`src/sv/pfe_pkg.sv`:
```
// ----------------------------------------------------------------------------
// pfe_pkg - shared types and constants for the PCM feedback echo
// Sample types, register map codes and saturation limits.
// ----------------------------------------------------------------------------
package pfe_pkg;

  localparam int SAMPLE_W = 16;
  localparam int DELAY_W  = 13;
  localparam int FB_W     = 8;
  localparam int CFG_AW   = 3;
  localparam int CFG_DW   = 32;

  // feedback is in 1/256 units
  localparam int FB_SHIFT = 8;

  typedef logic signed [SAMPLE_W-1:0] pfe_sample_t;

  localparam pfe_sample_t SAT_MAX = 16'sh7FFF;
  localparam pfe_sample_t SAT_MIN = 16'sh8000;

  // register index, taken from paddr[2]
  typedef enum logic {
    REG_ECHO_DELAY    = 1'b0,
    REG_ECHO_FEEDBACK = 1'b1
  } pfe_reg_t;

  // queue status seen by the front and back ends
  typedef struct packed {
    logic full;
    logic empty;
  } pfe_q_stat_t;

  // per-sample control decided by the front end
  typedef struct packed {
    logic        echo_en;
    pfe_sample_t sample;
  } pfe_desc_t;

endpackage

```
`src/sv/pfe_queue.sv`:
```
// ----------------------------------------------------------------------------
// pfe_queue - two-entry queue between front and back end
// Lets the intake and the echo datapath stall independently.
// ----------------------------------------------------------------------------
module pfe_queue #(
  parameter int QW = 43
) (
  input  logic                 clk,
  input  logic                 rst_n,
  input  logic                 push,
  input  logic [QW-1:0]        push_data,
  input  logic                 pop,
  output logic [QW-1:0]        pop_data,
  output pfe_pkg::pfe_q_stat_t q_stat
);
  import pfe_pkg::*;

  logic [QW-1:0] slot_r [2];
  logic          head_r, head_nxt;
  logic          tail_r, tail_nxt;
  logic [1:0]    count_r, count_nxt;

  assign pop_data     = slot_r[head_r];
  assign q_stat.full  = (count_r == 2'd2);
  assign q_stat.empty = (count_r == 2'd0);

  // pointer and count update
  always_comb begin
    head_nxt  = pop  ? ~head_r : head_r;
    tail_nxt  = push ? ~tail_r : tail_r;
    count_nxt = count_r;
    if (push && !pop) begin
      count_nxt = count_r + 2'd1;
    end else if (pop && !push) begin
      count_nxt = count_r - 2'd1;
    end
  end

  always_ff @(posedge clk) begin
    if (!rst_n) begin
      head_r  <= 1'b0;
      tail_r  <= 1'b0;
      count_r <= '0;
    end else begin
      head_r  <= head_nxt;
      tail_r  <= tail_nxt;
      count_r <= count_nxt;
    end
  end

  // store entries
  always_ff @(posedge clk) begin
    if (push) begin
      slot_r[tail_r] <= push_data;
    end
  end

endmodule

```
`config.mk`:
```
export PLATFORM = sky130hd
export DESIGN_NAME = pfe_queue
export DESIGN_NICKNAME = d
export VERILOG_FILES = /design/src/sv/pfe_pkg.sv /design/src/sv/pfe_queue.sv
export SDC_FILE = /design/constraint.sdc
export NUM_CORES = 1
export LEC_CHECK = 0
export ABC_AREA = 1
export BUFFER_PORTS_ARGS = -buffer_cell sky130_fd_sc_hd__buf_2
export CAP_MARGIN = 20
export CORE_UTILIZATION = 44
export DETAILED_ROUTE_END_ITERATION = 6
export PLACE_DENSITY = 0.68
export SYNTH_ARGS = -nofsm -noshare
export SYNTH_HDL_FRONTEND = slang
export SYNTH_SLANG_ARGS = --single-unit
```
`constraint.sdc`:
```
create_clock -name clk -period 8.25 [get_ports clk]
set_input_delay 1.2375 -clock clk [delete_from_list [all_inputs] [get_ports clk]]
set_output_delay 1.2375 -clock clk [all_outputs]
set_load 0.02 [all_outputs]
```
==> results by group, run 1 <==
Final layout
  • Register Area: approximately 2700 um2
  • Fraction of layout cells with a size suffix above 1: between 50% and 60%
  • Nets@finish: approximately 320
  • Fill cells: around 650
  • Antenna cells: 0
  • P&R area growth vs syn: 19.3%
  • Area of the multi-input gates: 739 um2

Synthesis
  • Count leader, synth: edfxtp_1
  • Synth Warn #: 0
  • Synth area leaders: edfxtp_1 73%, mux2_4 17%, dfxtp_1 2.8%, buf_12 2.3%, nor2_1 0.96%
  • Ys flop type: edfxtp_1
  • Commonest cells post-synth: 86 x edfxtp_1, 40 x mux2_4, 9 x nor2_1, 8 x inv_1, 8 x nand2_1
  • Ys async rst share: 0%
  • Top cell type's share of synthesized area: 73.0%
  • Mapped Nets: 217
  • Cell count after synthesis: between 150 and 200
  • Syn Std Cell Area: between 3000 and 4000 um2
  • Synth Area per Inst: ~21 um2
  • EDFF count, synth: 86
  • Synth area leader: edfxtp_1
  • Count of cell types in the netlist: 14
  • Post-synthesis sequential area ratio: between 70% and 80%
  • Seq cells post-synth: 91

Drt
  • Pre-antenna DRT Iters: 4
  • Post-route ant nets: 0
  • Initial DRC Count: slightly below 90
  • Final wirelength: 5750 um
  • Via Count: 1770
  • WL/cell: about 15 um
  • Post-route DRC: 0
  • Vias per cell: 4.72

Timing
  • Max Slew Vio Count: 0
  • Slew HR: between 30% and 40%
  • Tcrit/Tclk final: a little under two fifths
  • Fin. Hold Viols: 0
  • Fin Setup TNS: 0 ps
  • Slew @ Worst Pin: 940 ps
  • RSZ-0062 raised after global routing: false
  • F_max: about 320 MHz
  • Fin crit period: ~3100 ps
  • Endpoints failing setup: 0
  • Setup Skew: 8.11 ps

Worst setup path
  • Cell depth of the worst flop-to-flop path: 2
  • Critical path's slowest cell: buf_4
  • Data required, critical path: roughly 7000 ps
  • R2R Setup Slk: roughly 6600 ps
  • Crit path DAT: 1870 ps
  • CP endpoint kind: output port
  • Setup crit end: pop_data[36]
  • Max FO, Critical Path: 43
  • RR Startpoint: tail_r
  • Crit path cell chain: buf_4 -> mux2_2 -> buf_2
  • Worst setup path category: register to output port
  • Max incr delay on CP: a little over 600 ps
  • Reg2reg end: slot_r[0][18]
  • Worst setup SP type: register

Place
  • Dpl hpwl: around 3800 um
  • RD Place Congestion: roughly 0.65
  • PortBufs: slightly above 90

CTS
  • Latest clock arrival within the worst-skew pair: between 300 and 400 ps
  • Clock slew seen by the registers of the worst setup and hold paths: 80 ps
  • Post-CTS Setup Repair Bufs: 0
  • Post-CTS sizing: 0
  • TritonCTS clock tree: done
  • Root Buffer: clkbuf_8
  • Clock Tree Buf Depth: 2
  • Total CTS buffers: 9
  • Post-CTS Hold Buffers: 0
  • # clock sinks: approximately 90
  • H-tree levels: 3

Floorplanning
  • I/O Pins: 92
  • Die W: between 90 and 100 um
  • DIE HEIGHT: 91.6 um
  • Rows: 32
  • Initial core utilization: 45.5%
  • Core ar.: ~7800 um2
  • Die area: between 8000 and 9000 um2

Worst hold path
  • Min-Delay Path Class: register to register
  • Hold depth: 2

Job
  • Max-cap violation count: 0

Global route
  • First-pass GRT wire length: 8910 um
  • Vias in the first global route: ~1800
  • Total gr overflow: 0
  • Gr usage total: 14.6%
  • Largest net degree at the start of global routing: 44
  • Initial antenna violation count: 0

Pwr
  • P_leak: roughly 1.7 nW
  • Power, Total: 920 uW
  • VDD IR-drop max: a little over 0.00008 V
  • Pwr dens: 218 nW/um2

Run status
  • Status: finished, final reports clean
## placed cells by master, fill, tap and decap left out
cell type	count
dfxtp_2	1
mux2_4	40
inv_2	1
inv_1	7
ha_1	1
nand4_1	1
a21oi_1	1
clkinv_2	3
buf_2	91
clkinvlp_4	1
clkinv_4	1
dfxtp_1	4
clkinv_1	1
inv_6	1
nand3_1	1
o21ai_0	1
nand2_1	8
edfxtp_1	86
nor2_1	8
nor2_4	1
buf_4	2
clkbuf_8	9
mux2_2	3
## through the flow
stage          instance area (um2)  instances  setup slack, ps  util (%)  hold slack (ps)
2_1_floorplan                 3540        169             4720         -              463
3_3_place_gp                  4050        359             5520      52.2              477
3_5_place_dp                  4050        359             5500      52.2              503
4_1_cts                       4220        375             5100      54.3              524
5_1_grt                       4220        375             5060      54.3              567
6_report                      4220        375             5140      54.3              518
## worst max-delay path, delay by kind of cell, from the launching register on
kind                   cells  cell delay [ps]
multiplexers               1              420
buffers and inverters      2              770
flip-flops                 1              320
## kinds of logic (layout without fill, tap and decap cells)
group,Yosys count,after routing,share of synthesized area (%)
DFF,91,91,75.9
AOI/OAI and AO/OA,2,2,0.283
adders and majority gates,1,1,0.354
muxes,43,43,17.9
buffers and inverters,13,117,3.43
and+or+nand+nor,19,19,2.12
## layout make-up
type                       count  area share (%)
sequential                    91            63.6
tap                          102            3.02
clock buffer                   9            2.94
clock inverter                 7            1.04
inverter                       8           0.712
timing repair buffer          93            11.2
multi-input combinational     65            17.5
## power breakdown
group          switching (mW)  internal, mW
Clock                   0.150         0.108
Combinational          0.0678        0.0542
Sequential            0.00716         0.533
## how the worst min path moves through the flow
stage                start        to  slack, ps
finish              head_r  register        520
global route        tail_r    tail_r        570
CTS                 head_r    head_r        520
detailed placement  head_r    head_r        500
global placement    head_r    head_r        480
floorplan           head_r  register        460
## state kept, by name, summed over array words and instances (netlist names), named ones only
register  count
count_r       2
head_r        1
slot_r       86
tail_r        1
## metal layers
| metal | wire length (um) | share of wire, % | vias to the layer above | track usage (%) |
|---|---|---|---|---|
| met3 | 251 | 4.4 | 9 | 2.82 |
| met1 | 2270 | 40 | 876 | 16.2 |
| met4 | 129 | 2.2 | 0 | 8.33 |
| met5 | 0 | 0 | - | 0 |
| li1 | - | - | 833 | - |
| met2 | 3090 | 54 | 52 | 26.1 |
No activity file was read; power rests on OpenSTA's default activity.
==> run 2, diff against run 1 <==
--- a/config.mk
+++ b/config.mk
@@ -10,7 +10,7 @@
 export CAP_MARGIN = 20
 export CORE_UTILIZATION = 44
 export DETAILED_ROUTE_END_ITERATION = 6
-export PLACE_DENSITY = 0.68
+export PLACE_DENSITY = 0.71
 export SYNTH_ARGS = -nofsm -noshare
 export SYNTH_HDL_FRONTEND = slang
 export SYNTH_SLANG_ARGS = --single-unit
==> constraint.sdc (replaced) <==
create_clock -name clk -period 2.8 [get_ports clk]
set_input_delay 0.42 -clock clk [delete_from_list [all_inputs] [get_ports clk]]
set_output_delay 0.42 -clock clk [all_outputs]
set_load 0.02 [all_outputs]
==> results by group, run 2 (synthesis results as in run 1) <==
CTS
  • Post-CTS sizing: 0 (unchanged)
  • Clock Tree Buf Depth: 2 (unchanged)
  • Root Buffer: clkbuf_8
  • H-tree levels: 3 (unchanged)
  • TritonCTS clock tree: done
  • # clock sinks: 91 (unchanged)
  • Clock slew seen by the registers of the worst setup and hold paths: 80 ps (about the same)
  • Total CTS buffers: 9 (unchanged)
  • Post-CTS Hold Buffers: 0 (unchanged)
  • Post-CTS Setup Repair Bufs: 0 (unchanged)
  • Latest clock arrival within the worst-skew pair: 340 ps (about the same)

Worst hold path
  • Min-Delay Path Class: primary input to register
  • Hold Crit Start: push_data[26]

Drt
  • Final wirelength: 5510 um (-4.1%)
  • Pre-antenna DRT Iters: 4 (unchanged)
  • Post-route ant nets: 0 (unchanged)
  • Initial DRC Count: 86 (-3.4%)
  • Vias per cell: 4.71 (-0.22%)
  • Post-route DRC: 0 (unchanged)
  • Via Count: 1785 (+0.85%)
  • WL/cell: 14.5 um (-5.1%)

Final layout
  • Largest register FFs: 86 (unchanged)
  • Nets@finish: 320 (+1.3%)
  • Most frequent cells in the layout: 91 x buf_2, 86 x edfxtp_1, 40 x mux2_4
  • Biggest register: slot_r
  • P&R area growth vs syn: 20.6%
  • Fraction of layout cells with a size suffix above 1: 56.3% (-0.093 points)
  • Layout Cells excl Fill: 379 (+1.1%)
  • Most common cell after layout, fill and taps aside: buf_2
  • Antenna cells: 0 (unchanged)
  • Register Area: 2680 um2 (unchanged)
  • Area of the multi-input gates: 739 um2 (unchanged)
  • Fill cells: 628 (-3.2%)
  • Largest regs: slot_r (86), count_r (2)

Worst setup path
  • Worst setup path category: register to output port
  • R2R Setup Slk: 1270 ps (-5340 ps)
  • Cell depth of the worst flop-to-flop path: 2 (unchanged)
  • RR Startpoint: tail_r
  • Crit path DAT: 1580 ps (-290 ps)
  • Max FO, Critical Path: 23 (-47%)
  • CP endpoint kind: output port
  • Data required, critical path: 2380 ps (-4630 ps)
  • Worst setup SP type: register
  • Setup crit end: pop_data[35]
  • Reg2reg end: slot_r[0][42]

Timing
  • Fin Setup TNS: 0 ps (unchanged)
  • Slew HR: 56.0% (+19 points)
  • Fin crit period: roughly 2000 ps
  • RSZ-0062 raised after global routing: false
  • Max Slew Vio Count: 0 (unchanged)
  • Tcrit/Tclk final: 71.4%
  • Endpoints failing setup: 0 (unchanged)
  • Slew @ Worst Pin: 659 ps (-281 ps)
  • Setup Skew: 7.29 ps (-0.821 ps)
  • Fin. Hold Viols: 0 (unchanged)
  • F_max: between 500 and 600 MHz

Pwr
  • Sw power: 632 uW (+180%)
  • P_leak: 1.74 nW (+1.7%)
  • Sequential Power Share: 57.4% (-1.3 points)
  • Cell internal pwr: 2.14 mW (+210%)
  • Gate power share: 13.1% (-0.2 points)
  • Power, Total: 2.77 mW (+200%)
  • VDD IR-drop max: 0.000346 V (+320%)
  • Sw Ratio: 22.8% (-1.6 points)
  • Pwr dens: 649 nW/um2 (+200%)
  • Clk pwr share: 29.5% (+1.5 points)

Global route
  • Largest net degree at the start of global routing: 24 (-45%)
  • Gr usage total: 13.5% (-1.1 points)
  • First-pass GRT wire length: 8190 um (-8.0%)
  • Initial antenna violation count: 0 (unchanged)
  • Total gr overflow: 0 (unchanged)
  • Vias in the first global route: 1700 (-7.8%)

Place
  • PortBufs: 91 (unchanged)
  • Dpl hpwl: 3800 um (-0.89%)
  • RD Place Congestion: 0.656 (+1.8%)
  • Dpl cells: 363 (+1.1%)

Floorplanning
  • Core ar.: 7770 um2 (unchanged)
  • Die area: 8400 um2 (unchanged)
  • I/O Pins: 92 (unchanged)
  • Rows: 32 (unchanged)
  • Die W: 91.6 um (unchanged)
  • DIE HEIGHT: 91.6 um (unchanged)
  • Initial core utilization: 45.5% (unchanged)

Run status
  • Status: finished, final reports clean

Job
  • Max-cap violation count: 0 (unchanged)
==> run 2: cell count changes in the layout (fill, tap and decap cells not counted), sizes merged <==
cell,delta
inv,-1
buf,+4
clkbuf,+1
clkinvlp,-1
bufinv,+1
==> run 2: per-layer routing <==
layer | part of all wire [%] | up-vias | GRT usage [%]
met3 | 6.8 | 7 | 4.48
li1 | - | 844 | -
met2 | 51 | 65 | 23.2
met4 | 1.2 | 0 | 5.56
met1 | 41 | 869 | 15.5
met5 | 0 | - | 0
==> run 2: layout make-up <==
cell class,instances,share of cell area (%)
clock buffers,10,2.99
clock inverters,6,1.32
inverters,8,0.704
multi-input cells,65,17.3
flip-flops and latches,91,62.9
well taps,102,2.99
repair buffers,97,11.7
==> run 2: worst min-delay path by stage <==
stage | end | slack, ps | cells after the start
global route | slot_r[0][26] | 240 | 1
floorplan | register | 460 | 2
CTS | slot_r[1][11] | 250 | 1
global placement | head_r | 480 | 2
detailed placement | head_r | 490 | 2
finish | slot_r[1][26] | 260 | 1
==> run 2: power by group through the flow <==
stage / Combinational, mW / Sequential, mW / Clock, mW
after floorplan: 0.261 / 1.62 / 0
after global placement: 0.365 / 1.62 / 0
after global routing: 0.390 / 1.60 / 0.895
final: 0.364 / 1.59 / 0.816
after CTS: 0.370 / 1.59 / 0.844
after detailed placement: 0.369 / 1.62 / 0
==> run 2: critical path, cell delays in order (launching register included) <==
cell     delay, ps
dfxtp_2        330
buf_4          380
mux2_2         380
buf_2          160
==> run 2: per-stage QoR <==
stage | hold slack (ps) | instance area [um2] | util (%) | worst slack [ps]
2_1_floorplan | 463 | 3540 | - | 87.5
3_3_place_gp | 476 | 4080 | 52.5 | 1030
3_5_place_dp | 490 | 4080 | 52.5 | 986
4_1_cts | 249 | 4270 | 54.9 | 771
5_1_grt | 238 | 4270 | 54.9 | 738
6_report | 264 | 4270 | 54.9 | 801
