File: src/sv/pfe_pkg.sv
// ----------------------------------------------------------------------------
// pfe_pkg - shared types and constants for the PCM feedback echo
// Sample types, register map codes and saturation limits.
// ----------------------------------------------------------------------------
package pfe_pkg;

  localparam int SAMPLE_W = 16;
  localparam int DELAY_W  = 13;
  localparam int FB_W     = 8;
  localparam int CFG_AW   = 3;
  localparam int CFG_DW   = 32;

  // feedback is in 1/256 units
  localparam int FB_SHIFT = 8;

  typedef logic signed [SAMPLE_W-1:0] pfe_sample_t;

  localparam pfe_sample_t SAT_MAX = 16'sh7FFF;
  localparam pfe_sample_t SAT_MIN = 16'sh8000;

  // register index, taken from paddr[2]
  typedef enum logic {
    REG_ECHO_DELAY    = 1'b0,
    REG_ECHO_FEEDBACK = 1'b1
  } pfe_reg_t;

  // queue status seen by the front and back ends
  typedef struct packed {
    logic full;
    logic empty;
  } pfe_q_stat_t;

  // per-sample control decided by the front end
  typedef struct packed {
    logic        echo_en;
    pfe_sample_t sample;
  } pfe_desc_t;

endpackage

File: src/sv/pfe_in_if.sv
// ----------------------------------------------------------------------------
// pfe_in_if - input sample channel
// Valid/ready channel carrying one PCM sample and its block start flag.
// ----------------------------------------------------------------------------
interface pfe_in_if;
  import pfe_pkg::*;

  logic        valid;
  logic        ready;
  pfe_sample_t sample_in;
  logic        block_start;

  modport source (output valid, output sample_in, output block_start, input ready);
  modport sink   (input valid, input sample_in, input block_start, output ready);
endinterface

File: src/sv/pfe_front.sv
// ----------------------------------------------------------------------------
// pfe_front - sample intake and classification
// Tracks ring write position and block progress, decides per sample whether
// the echo applies and where the ring is read, and pushes a queue entry.
// ----------------------------------------------------------------------------
module pfe_front #(
  parameter int MAX_DELAY = 8192,
  parameter int AW        = 13,
  parameter int QW        = 43
) (
  input  logic                          clk,
  input  logic                          rst_n,
  pfe_in_if.sink                        in_chan,
  input  logic [pfe_pkg::DELAY_W-1:0]   echo_delay,
  input  pfe_pkg::pfe_q_stat_t          q_stat,
  output logic                          push,
  output logic [QW-1:0]                 push_data
);
  import pfe_pkg::*;

  localparam int CW = $clog2(MAX_DELAY + 1);

  logic [AW-1:0] wr_pos_r, wr_pos_nxt;
  logic [CW-1:0] blk_cnt_r, blk_cnt_nxt;
  logic [CW-1:0] blk_cnt_eff;
  logic [AW-1:0] rd_idx;
  logic          echo_en;
  pfe_desc_t     desc;

  // take a beat whenever the queue has room
  assign in_chan.ready = !q_stat.full;
  assign push          = in_chan.valid && !q_stat.full;

  // classify the sample
  always_comb begin
    blk_cnt_eff = in_chan.block_start ? '0 : blk_cnt_r;
    echo_en     = (echo_delay != '0) && (32'(echo_delay) < MAX_DELAY) &&
                  (32'(blk_cnt_eff) >= 32'(echo_delay));
    if (32'(wr_pos_r) >= 32'(echo_delay)) begin
      rd_idx = AW'(32'(wr_pos_r) - 32'(echo_delay));
    end else begin
      rd_idx = AW'(32'(wr_pos_r) + MAX_DELAY - 32'(echo_delay));
    end
    desc.echo_en = echo_en;
    desc.sample  = in_chan.sample_in;
    push_data    = {rd_idx, wr_pos_r, desc};
  end

  // advance position and block count per accepted beat
  always_comb begin
    wr_pos_nxt  = wr_pos_r;
    blk_cnt_nxt = blk_cnt_r;
    if (push) begin
      wr_pos_nxt  = (32'(wr_pos_r) == MAX_DELAY - 1) ? '0 : wr_pos_r + 1'b1;
      blk_cnt_nxt = (32'(blk_cnt_eff) == MAX_DELAY) ? blk_cnt_eff
                                                    : blk_cnt_eff + 1'b1;
    end
  end

  always_ff @(posedge clk) begin
    if (!rst_n) begin
      wr_pos_r  <= '0;
      blk_cnt_r <= '0;
    end else begin
      wr_pos_r  <= wr_pos_nxt;
      blk_cnt_r <= blk_cnt_nxt;
    end
  end

endmodule

File: src/flat_wrapper.sv
// flat-port wrapper written by rule: the top's interface ports become plain ports
module pfe_front_flat import pfe_pkg::*;
#(
  parameter int MAX_DELAY = 8192,
  parameter int AW        = 13,
  parameter int QW        = 43
)
  (clk, rst_n, echo_delay, q_stat, push, push_data, in_chan_valid, in_chan_sample_in, in_chan_block_start, in_chan_ready);
  pfe_in_if in_chan_i ();
  input  logic clk;
  input  logic rst_n;
  input  logic [pfe_pkg::DELAY_W-1:0] echo_delay;
  input  pfe_pkg::pfe_q_stat_t q_stat;
  output logic push;
  output logic [QW-1:0] push_data;
  input wire logic [$bits(in_chan_i.valid)-1:0] in_chan_valid;
  input wire logic [$bits(in_chan_i.sample_in)-1:0] in_chan_sample_in;
  input wire logic [$bits(in_chan_i.block_start)-1:0] in_chan_block_start;
  output wire logic [$bits(in_chan_i.ready)-1:0] in_chan_ready;
  assign in_chan_i.valid = in_chan_valid;
  assign in_chan_i.sample_in = in_chan_sample_in;
  assign in_chan_i.block_start = in_chan_block_start;
  assign in_chan_ready = in_chan_i.ready;
  pfe_front #(.MAX_DELAY(MAX_DELAY), .AW(AW), .QW(QW)) u_core (.clk(clk), .rst_n(rst_n), .in_chan(in_chan_i), .echo_delay(echo_delay), .q_stat(q_stat), .push(push), .push_data(push_data));
endmodule
File: config.mk
export PLATFORM = sky130hd
export DESIGN_NAME = pfe_front_flat
export DESIGN_NICKNAME = d
export VERILOG_FILES = /design/src/sv/pfe_pkg.sv /design/src/sv/pfe_in_if.sv /design/src/sv/pfe_front.sv /design/src/flat_wrapper.sv
export SDC_FILE = /design/constraint.sdc
export NUM_CORES = 1
export LEC_CHECK = 0
export BUFFER_PORTS_ARGS = -buffer_cell sky130_fd_sc_hd__buf_2
export CORE_MARGIN = 2
export CORE_UTILIZATION = 56
export CTS_CLUSTER_DIAMETER = 30
export DETAILED_ROUTE_END_ITERATION = 6
export GPL_ROUTABILITY_DRIVEN = 0
export GPL_TIMING_DRIVEN = 1
export HOLD_SLACK_MARGIN = 0.05
export PLACE_DENSITY = 0.91
export SLEW_MARGIN = 20
export SYNTH_ARGS = -nofsm -noshare
export SYNTH_HDL_FRONTEND = slang
export SYNTH_SLANG_ARGS = --single-unit
File: constraint.sdc
create_clock -name clk -period 6.76 [get_ports clk]
set_clock_uncertainty 0.15 [all_clocks]
set_input_delay 0.338 -clock clk [delete_from_list [all_inputs] [get_ports clk]]
set_output_delay 0.338 -clock clk [all_outputs]
set_load 0.02 [all_outputs]
==> results.sh, run 1 <==
export IMPL_outcome="finished clean"
export IMPL_regArea_sq_um=541
export IMPL_synth_edff_count=0
export IMPL_io_pins=80
export IMPL_min_period_ns=3.05
export IMPL_worstPathArrival_ns=2.57
export IMPL_ir_drop_uv=122
export IMPL_fin_util=0.622
export IMPL_power_density_nw_per_um2=120
export IMPL_grtUsageTotal=0.247
export IMPL_cts_max_level=1
export IMPL_nNetsFinal=413
export IMPL_antenna_found_initial=0
export IMPL_crit_buf_inv=2
export IMPL_viasPerCell=6.09
export IMPL_grt_pass1_wl_um=10200
export IMPL_rows=24
export IMPL_syn_avg_cell_area_sq_um=7.74
export IMPL_finalMaxSlewViolations=0
export IMPL_synth_distinct_cells=56
export IMPL_cts_buffer_depth=2
export IMPL_area_growth_pct=7.24
export IMPL_synth_async_reset_ratio=0
export IMPL_crit_type="reg2out"
export IMPL_insertion_delay_ns=0.28
export IMPL_dieWidth_um=71.1
export IMPL_rsz0062_at_grt="no"
export IMPL_drt_iter0_markers=116
export IMPL_drive_above_1_share=0.154
export IMPL_initial_core_util=0.580
export IMPL_clkTransAtPathRegs_ns=0.10
export IMPL_ant_nets=0
export IMPL_multiInputGateArea_sq_um=1740
export IMPL_synth_seq_cells=27
export IMPL_drv_cap=0
export IMPL_antennaDiodeCount=0
export IMPL_fp_dieH_um=71.1
export IMPL_path_max_fanout=6
export IMPL_die_area_sq_um=5060
export IMPL_required_ns=6.27
export IMPL_first_pass_iters=4
export IMPL_cts_made_buffers=3
export IMPL_core_region_area_sq_um=4350
export IMPL_drc_errors=0
export IMPL_setup_viol=0
export IMPL_post_cts_buffers=0
export IMPL_critical_path_top_delay_family="simple AND/OR/NAND/NOR gates"
export IMPL_start_kind="register"
export IMPL_cts_tree="done"
export IMPL_final_cell_mix="46 x buf_2, 30 x nand2_1, 27 x nor2_1, 27 x dfxtp_1, 25 x ha_1"
export IMPL_cpMaxStageDelayCell="or4b_1"
export IMPL_power_leakage_uw=0.00123
export IMPL_final_common_cell="buf_2"
export IMPL_slew_limit_headroom=0.473
export IMPL_synth_area_sq_um=2520
export IMPL_end_kind="primary output"
export IMPL_hold_path_class="in2reg"
export IMPL_wl_per_cell_um=15.6
export IMPL_max_stage_delay_ns=0.51
export IMPL_vias=2453
export IMPL_tightest_slew_ns=0.785
export IMPL_grt_pass1_vias=2298
export IMPL_fin_setup_tns_ns=0
export IMPL_wl_um=6280
export IMPL_timing_final_crit_share=0.452
export IMPL_clkSinkCount=27
export IMPL_ctsRootBufferMaster="clkbuf_8"
export IMPL_worstPathCellList="inv_1 > ha_1 > fa_1 > nor2b_1 > o31a_1 > o21a_1 > or4b_1 > nand3_1 > buf_2"
export IMPL_hold_violations=0
export IMPL_n_fill_cell=387
export IMPL_cts_resized=0
export IMPL_grt_max_degree=27
export IMPL_hold_buffers=0
export IMPL_fmax_ghz=0.327
export IMPL_hpwlAfterDp_um=4900
export IMPL_syn_num_nets=387
export IMPL_netlist_instances=326
export IMPL_seq_area_frac_synth=0.214
export IMPL_grt_overflow_total=0
export IMPL_port_buffers=46
export IMPL_yosysWarnings=0
export IMPL_synth_top_flop_cell="dfxtp_1"
==> path summary, 6_finish.rpt <==
check	endpoint	slack [ns]	start	depth (start not counted)
setup / recovery	push_data[42]	3.71	u_core.wr_pos_r[0]	9
hold / removal	u_core.blk_cnt_r[9]	0.29	rst_n	2
setup reg to reg	u_core.blk_cnt_r[11]	4.28	u_core.blk_cnt_r[1]	8
hold reg to reg	u_core.blk_cnt_r[13]	0.37	u_core.blk_cnt_r[13]	2
==> state kept, by name, indices dropped and copies added (netlist names) <==
register / count
u_core.blk_cnt_r: 14
u_core.wr_pos_r: 13
==> kinds of logic (layout without fill, tap and decap cells) <==
family | count (synthesis) | in the layout | share of synthesized area
and+or+nand+nor | 138 | 138 | 0.297
AOI/OAI and AO/OA | 62 | 62 | 0.170
buffers and inverters | 47 | 72 | 0.0957
adders and majority gates | 27 | 27 | 0.136
DFF | 27 | 27 | 0.214
xor gates and xnor gates | 23 | 23 | 0.0798
muxes | 2 | 2 | 0.00793
==> area by class of cell <==
type                            count  area share
Multi-Input combinational cell    252       0.644
Sequential cell                    27       0.200
Timing Repair Buffer               46      0.0851
Inverter                           22      0.0305
Tap cell                           52      0.0240
Clock buffer                        3      0.0153
Clock inverter                      1     0.00185
==> routing by layer <==
layer  vias up  wire length [um]  global-route usage
li1       1199                 -                   -
met1      1132              2670               0.324
met2       101              3030               0.407
met3        21               421              0.0342
met4         0               148               0.101
met5         -                 0                   0
==> cells in the mapped netlist, drive strengths merged (4+ instances only) <==
master,n,area share
o21ai,14,0.028
inv,22,0.033
xor2,12,0.042
a21boi,5,0.015
a21oi,10,0.020
nor4,5,0.018
nand2b,5,0.015
and3,7,0.017
dfxtp,27,0.21
buf,19,0.054
clkbuf,6,0.0089
o21a,8,0.024
and2,6,0.015
a21o,4,0.012
nand4,9,0.022
nand3,12,0.024
nor3,6,0.012
nor2b,15,0.037
nand2,30,0.045
xnor2,11,0.038
ha,25,0.12
nor2,27,0.040
==> per-stage QoR <==
step                hold slack [ns]  std cells  setup slack [ns]  area, sq um  total power, uW
CTS                           0.294        403              3.72         2710              324
floorplan                     0.324        326              3.97         2520              224
global placement              0.356        399              4.01         2660              230
finish                        0.295        403              3.71         2710              324
global route                  0.310        403              3.58         2710              339
detailed placement            0.359        399              3.97         2660              232
==> power by group <==
group / switching, uW / total [uW] / internal, uW
sequential: 1.58 / 162 / 160
clock: 53.4 / 94.8 / 41.4
combinational: 42.7 / 68.0 / 25.2
total: 97.7 / 324 / 227
Power figures use the tool's default switching activity.
==> run 2: changes to the inputs <==
Settings changed: CORE_UTILIZATION 56 to 47, PLACE_DENSITY 0.91 to 0.81.
Clock period 6.76 ns to 2.8 ns, I/O delays scaled along.
==> run 2 against run 1 <==
Net effect: core utilization down 7.0 points; routed wire length grew 0.37%; total power grew 150%; clock power rose by 140%; cell area rose by 4.7%; sequential share of layout area is 0.72 points lower; critical path type unchanged; largest cell class unchanged.
==> results.sh, run 2 (synthesized netlist as in run 1, its figures left out) <==
export IMPL_cp_startpoint="u_core.wr_pos_r[0]"
export IMPL_fp_dieH_um=77.3
export IMPL_die_area_sq_um=5970
export IMPL_post_place_ws_ns=0.269
export IMPL_power_density_nw_per_um2=283
export IMPL_top_register="u_core.blk_cnt_r"
export IMPL_grtUsageTotal=0.214
export IMPL_antennaDiodeCount=0
export IMPL_min_from="in_chan_valid"
export IMPL_core_region_area_sq_um=5140
export IMPL_setup_slack_ns=0.0667
export IMPL_insertion_delay_ns=0.28
export IMPL_hold_slack_ns=0.0828
export IMPL_nNetsFinal=422
export IMPL_cts_tree="done"
export IMPL_cts_buffer_depth=2
export IMPL_drt_iter0_markers=170
export IMPL_wl_um=6300
export IMPL_drc_errors=0
export IMPL_crit_type="reg2out"
export IMPL_ctsRootBufferMaster="clkbuf_8"
export IMPL_vias=2371
export IMPL_final_cell_mix="45 x buf_2, 30 x nand2_1, 27 x nor2_1"
export IMPL_top_regs="u_core.blk_cnt_r (14), u_core.wr_pos_r (13)"
export IMPL_required_ns=2.51
export IMPL_hpwlAfterDp_um=5080
export IMPL_slew_limit_headroom=0.693
export IMPL_reg2reg_from="u_core.blk_cnt_r[1]"
export IMPL_grt_max_degree=20
export IMPL_outcome="finished clean"
export IMPL_first_pass_iters=4
export IMPL_path_max_fanout=4
export IMPL_viasPerCell=5.51
export IMPL_end_kind="primary output"
export IMPL_timing_final_crit_share=0.976
export IMPL_dieWidth_um=77.3
export IMPL_setup_viol=0
export IMPL_grt_pass1_vias=2285
export IMPL_clkSinkCount=27
export IMPL_grt_overflow_total=0
export IMPL_drv_cap=0
export IMPL_ant_nets=0
export IMPL_initial_core_util=0.491
export IMPL_largest_reg_flops=14
export IMPL_start_kind="register"
export IMPL_area_growth_pct=12.3
export IMPL_fmax_ghz=0.366
export IMPL_final_common_cell="buf_2"
export IMPL_antenna_found_initial=0
export IMPL_worstPathArrival_ns=2.44
export IMPL_finalMaxSlewViolations=0
export IMPL_ir_drop_uv=245
export IMPL_rows=26
export IMPL_drive_above_1_share=0.192
export IMPL_tightest_slew_ns=0.454
export IMPL_io_pins=80
export IMPL_port_buffers=46
export IMPL_hold_path_class="in2reg"
export IMPL_grt_pass1_wl_um=10400
export IMPL_cts_max_level=1
export IMPL_min_period_ns=2.73
export IMPL_cts_made_buffers=3
export IMPL_power_leakage_uw=0.00128
export IMPL_clkTransAtPathRegs_ns=0.09
export IMPL_wl_per_cell_um=14.7
export IMPL_hold_violations=0
==> run 2: cell count changes in the layout (fill, tap and decap cells not counted) <==
cell and delta:
buf_2 -1, buf_4 +10, dfxtp_1 -2, dfxtp_2 +1, dfxtp_4 +1, fa_1 -1
fa_2 +1, ha_1 -2, ha_4 +2, inv_1 -1, inv_4 +1, o21ai_0 -1
o21ai_1 +1
==> run 2: critical path, stage by stage (launching register included) <==
cell and delay (ns):
dfxtp_4 0.37, inv_4 0.07, ha_4 0.13, fa_2 0.20, nor2b_1 0.06, o31a_1 0.34
o21a_1 0.24, or4b_1 0.51, nand3_1 0.10, buf_4 0.14
==> run 2: layout make-up <==
cell class	count	area, sq um
repair buffers	55	300
multi-input cells	252	1770
fillers	497	2310
flip-flops and latches	27	546
well taps	70	87.6
inverters	22	85.1
clock inverters	1	5.00
clock buffers	3	41.3
==> run 2: path summary, 6_finish.rpt <==
path	slack [ns]	depth (start not counted)	endpoint
setup reg to reg	0.45	8	u_core.blk_cnt_r[11]
setup / recovery	0.07	9	push_data[42]
hold reg to reg	0.37	2	u_core.blk_cnt_r[13]
hold / removal	0.08	4	u_core.wr_pos_r[1]
==> run 2: what timing repair did <==
item,4_1_cts,5_1_grt
setup endpoints to repair,1,2
setup buffers,0,5
hold buffers,0,0
resized for setup,3,8
pin swaps,0,3
==> run 2: routing by layer <==
metal	vias up	global-route usage	part of all wire
li1	1212	-	-
met1	1075	0.276	0.46
met2	65	0.363	0.47
met3	19	0.0188	0.046
met4	0	0.0946	0.023
met5	-	0	0
==> run 2: metrics by stage <==
stage / total power, uW / utilization / TNS (ns) / cell area, sq um / cells
5_1_grt: 837 / 0.551 / -0.0178 / 2830 / 430
6_report: 801 / 0.551 / 0 / 2830 / 430
2_1_floorplan: 541 / - / 0 / 2520 / 326
4_1_cts: 795 / 0.537 / 0 / 2760 / 425
3_3_place_gp: 563 / 0.528 / 0 / 2710 / 421
3_5_place_dp: 568 / 0.528 / 0 / 2710 / 421
==> run 2: report_power, final <==
| part | switching [uW] | total [uW] | internal, uW | leakage, uW |
|---|---|---|---|---|
| combinational | 108 | 180 | 71.9 | 0.00103 |
| sequential | 3.63 | 390 | 386 | 0.000219 |
| clock | 131 | 231 | 100 | 0.0000255 |
| total | 243 | 801 | 558 | 0.00128 |
==> run 3: changes to the inputs <==
Settings changed: CORE_UTILIZATION 47 to 43, CTS_BUF_LIST from default to sky130_fd_sc_hd__clkbuf_2 sky130_fd_sc_hd__clkbuf_4 sky130_fd_sc_hd__clkbuf_8, PLACE_DENSITY 0.81 to 0.76.
==> run 3 against run 2 <==
Net effect: worst setup slack gained 0.015 ns; core utilization fell by 4.2 points; die area is 8.8% higher; cell area about the same; register-to-register slack barely moved; non-clock buffer count is 2 lower; combinational power barely moved; sequential share of layout area about the same; largest power group unchanged; total power increased by 0.71%; critical path depth stayed put; worst hold slack better by 0.023 ns; clock-buffer cell count is 1 higher.
==> results.sh, run 3 (synthesized netlist as in run 1, its figures left out) <==
export IMPL_outcome="finished clean"
export IMPL_rows=27
export IMPL_clkSinkCount=27
export IMPL_finalMaxSlewViolations=0
export IMPL_core_region_area_sq_um=5570
export IMPL_drv_cap=0
export IMPL_final_common_cell="buf_2"
export IMPL_hold_violations=0
export IMPL_antenna_found_initial=0
export IMPL_grtUsageTotal=0.201
export IMPL_hold_buffers=0
export IMPL_cts_buffer_depth=2
export IMPL_worstPathArrival_ns=2.43
export IMPL_hpwlAfterDp_um=5110
export IMPL_wl_per_cell_um=15.0
export IMPL_seq_power_share=0.484
export IMPL_fp_dieH_um=80.6
export IMPL_regToRegSetupSlack_ns=0.45
export IMPL_io_pins=80
export IMPL_wl_um=6440
export IMPL_ant_nets=0
export IMPL_max_stage_delay_ns=0.52
export IMPL_power_density_nw_per_um2=284
export IMPL_fmax_ghz=0.368
export IMPL_post_place_ws_ns=0.241
export IMPL_crit_type="reg2out"
export IMPL_drive_above_1_share=0.193
export IMPL_cpMaxStageDelayCell="or4b_4"
export IMPL_grt_pass1_wl_um=10400
export IMPL_drt_iter0_markers=179
export IMPL_nNetsFinal=420
export IMPL_ir_drop_uv=177
export IMPL_crit_buf_inv=2
export IMPL_p_int_uw=570
export IMPL_drc_errors=0
export IMPL_power_leakage_uw=0.00127
export IMPL_top_regs="u_core.blk_cnt_r (14), u_core.wr_pos_r (13)"
export IMPL_port_buffers=46
export IMPL_ctsRootBufferMaster="clkbuf_8"
export IMPL_grt_overflow_total=0
export IMPL_grt_pass1_vias=2295
export IMPL_antennaDiodeCount=0
export IMPL_top_register="u_core.blk_cnt_r"
export IMPL_switchingPower_uw=237
export IMPL_required_ns=2.51
export IMPL_clkTransAtPathRegs_ns=0.10
export IMPL_fin_area_sq_um=2840
export IMPL_die_area_sq_um=6500
export IMPL_initial_core_util=0.453
export IMPL_first_pass_iters=4
export IMPL_p_clk_frac=0.293
export IMPL_area_growth_pct=12.4
export IMPL_viasPerCell=5.62
export IMPL_critical_path_top_delay_family="simple AND/OR/NAND/NOR gates"
export IMPL_hold_path_class="in2reg"
export IMPL_timing_final_crit_share=0.971
export IMPL_path_max_fanout=4
export IMPL_worstPathCellList="inv_4 > ha_4 > fa_2 > nor2b_1 > o31a_1 > o21a_1 > or4b_4 > nand3_2 > buf_6"
export IMPL_start_kind="register"
export IMPL_vias=2415
export IMPL_setup_slack_ns=0.0821
export IMPL_dieWidth_um=80.6
export IMPL_cts_tree="done"
export IMPL_final_cell_mix="45 x buf_2, 30 x nand2_1, 27 x nor2_1"
export IMPL_cts_made_buffers=3
export IMPL_largest_reg_flops=14
export IMPL_switching_share=0.294
export IMPL_min_period_ns=2.72
export IMPL_end_kind="primary output"
export IMPL_setup_viol=0
export IMPL_grt_max_degree=20
export IMPL_combPwrFrac=0.224
export IMPL_cts_max_level=1
export IMPL_slew_limit_headroom=0.668
export IMPL_postPlaceCellArea_sq_um=2700
export IMPL_insertion_delay_ns=0.27
export IMPL_tightest_slew_ns=0.486
-- run 3: changes by cell type in the layout (fill, tap and decap cells not counted), sizes merged --
cell,previous run,this run
clkbuf,3,4
clkinv,1,0
buf,55,53
-- run 3: cell type report --
class	count	area, sq um
fillers	561	2740
multi-input cells	252	1780
flip-flops and latches	27	546
repair buffers	53	289
well taps	72	90.1
inverters	22	85.1
clock buffers	4	48.8
-- run 3: final timing paths --
path | startpoint | to | cells after the start
setup / recovery | u_core.wr_pos_r[0] | push_data[42] | 9
hold / removal | rst_n | u_core.blk_cnt_r[10] | 2
setup reg to reg | u_core.blk_cnt_r[1] | u_core.blk_cnt_r[11] | 8
hold reg to reg | u_core.wr_pos_r[10] | u_core.wr_pos_r[10] | 2
-- run 3: what timing repair did --
action,4_1_cts,5_1_grt
resized for setup,4,9
buffers inserted,0,5
pin swaps,0,3
setup endpoints to repair,1,1
-- run 3: power groups by stage --
stage	clock network [uW]	registers [uW]	logic, uW
finish	236	390	181
global route	253	391	200
CTS	241	391	169
detailed placement	0	399	167
global placement	0	399	163
floorplan	0	400	141
-- run 3: metal layers --
| layer | up-vias | GRT usage | wire length (um) | share of wire |
|---|---|---|---|---|
| met3 | 11 | 0.0236 | 341 | 0.053 |
| met5 | - | 0 | 0 | 0 |
| met1 | 1122 | 0.272 | 3030 | 0.47 |
| li1 | 1209 | - | - | - |
| met4 | 0 | 0.0729 | 67 | 0.010 |
| met2 | 73 | 0.328 | 3000 | 0.47 |
-- run 3: per-stage QoR --
stage	hold slack [ns]	total power (uW)	TNS, ns	utilization	cells
global route	0.119	844	-0.00973	0.509	430
floorplan	0.207	541	0	-	326
global placement	0.130	562	0	0.484	421
CTS	0.109	800	0	0.494	425
detailed placement	0.130	566	0	0.484	421
finish	0.106	807	0	0.509	430
-- run 3: worst register-to-register path, cell delays in order (launching register included) --
cell and delay [ns]:
dfxtp_1 0.36, nor2b_1 0.29, inv_1 0.08, ha_1 0.22, nor4b_1 0.15, nand4_1 0.24
nand3_1 0.23, a2111oi_0 0.44, o21a_1 0.15
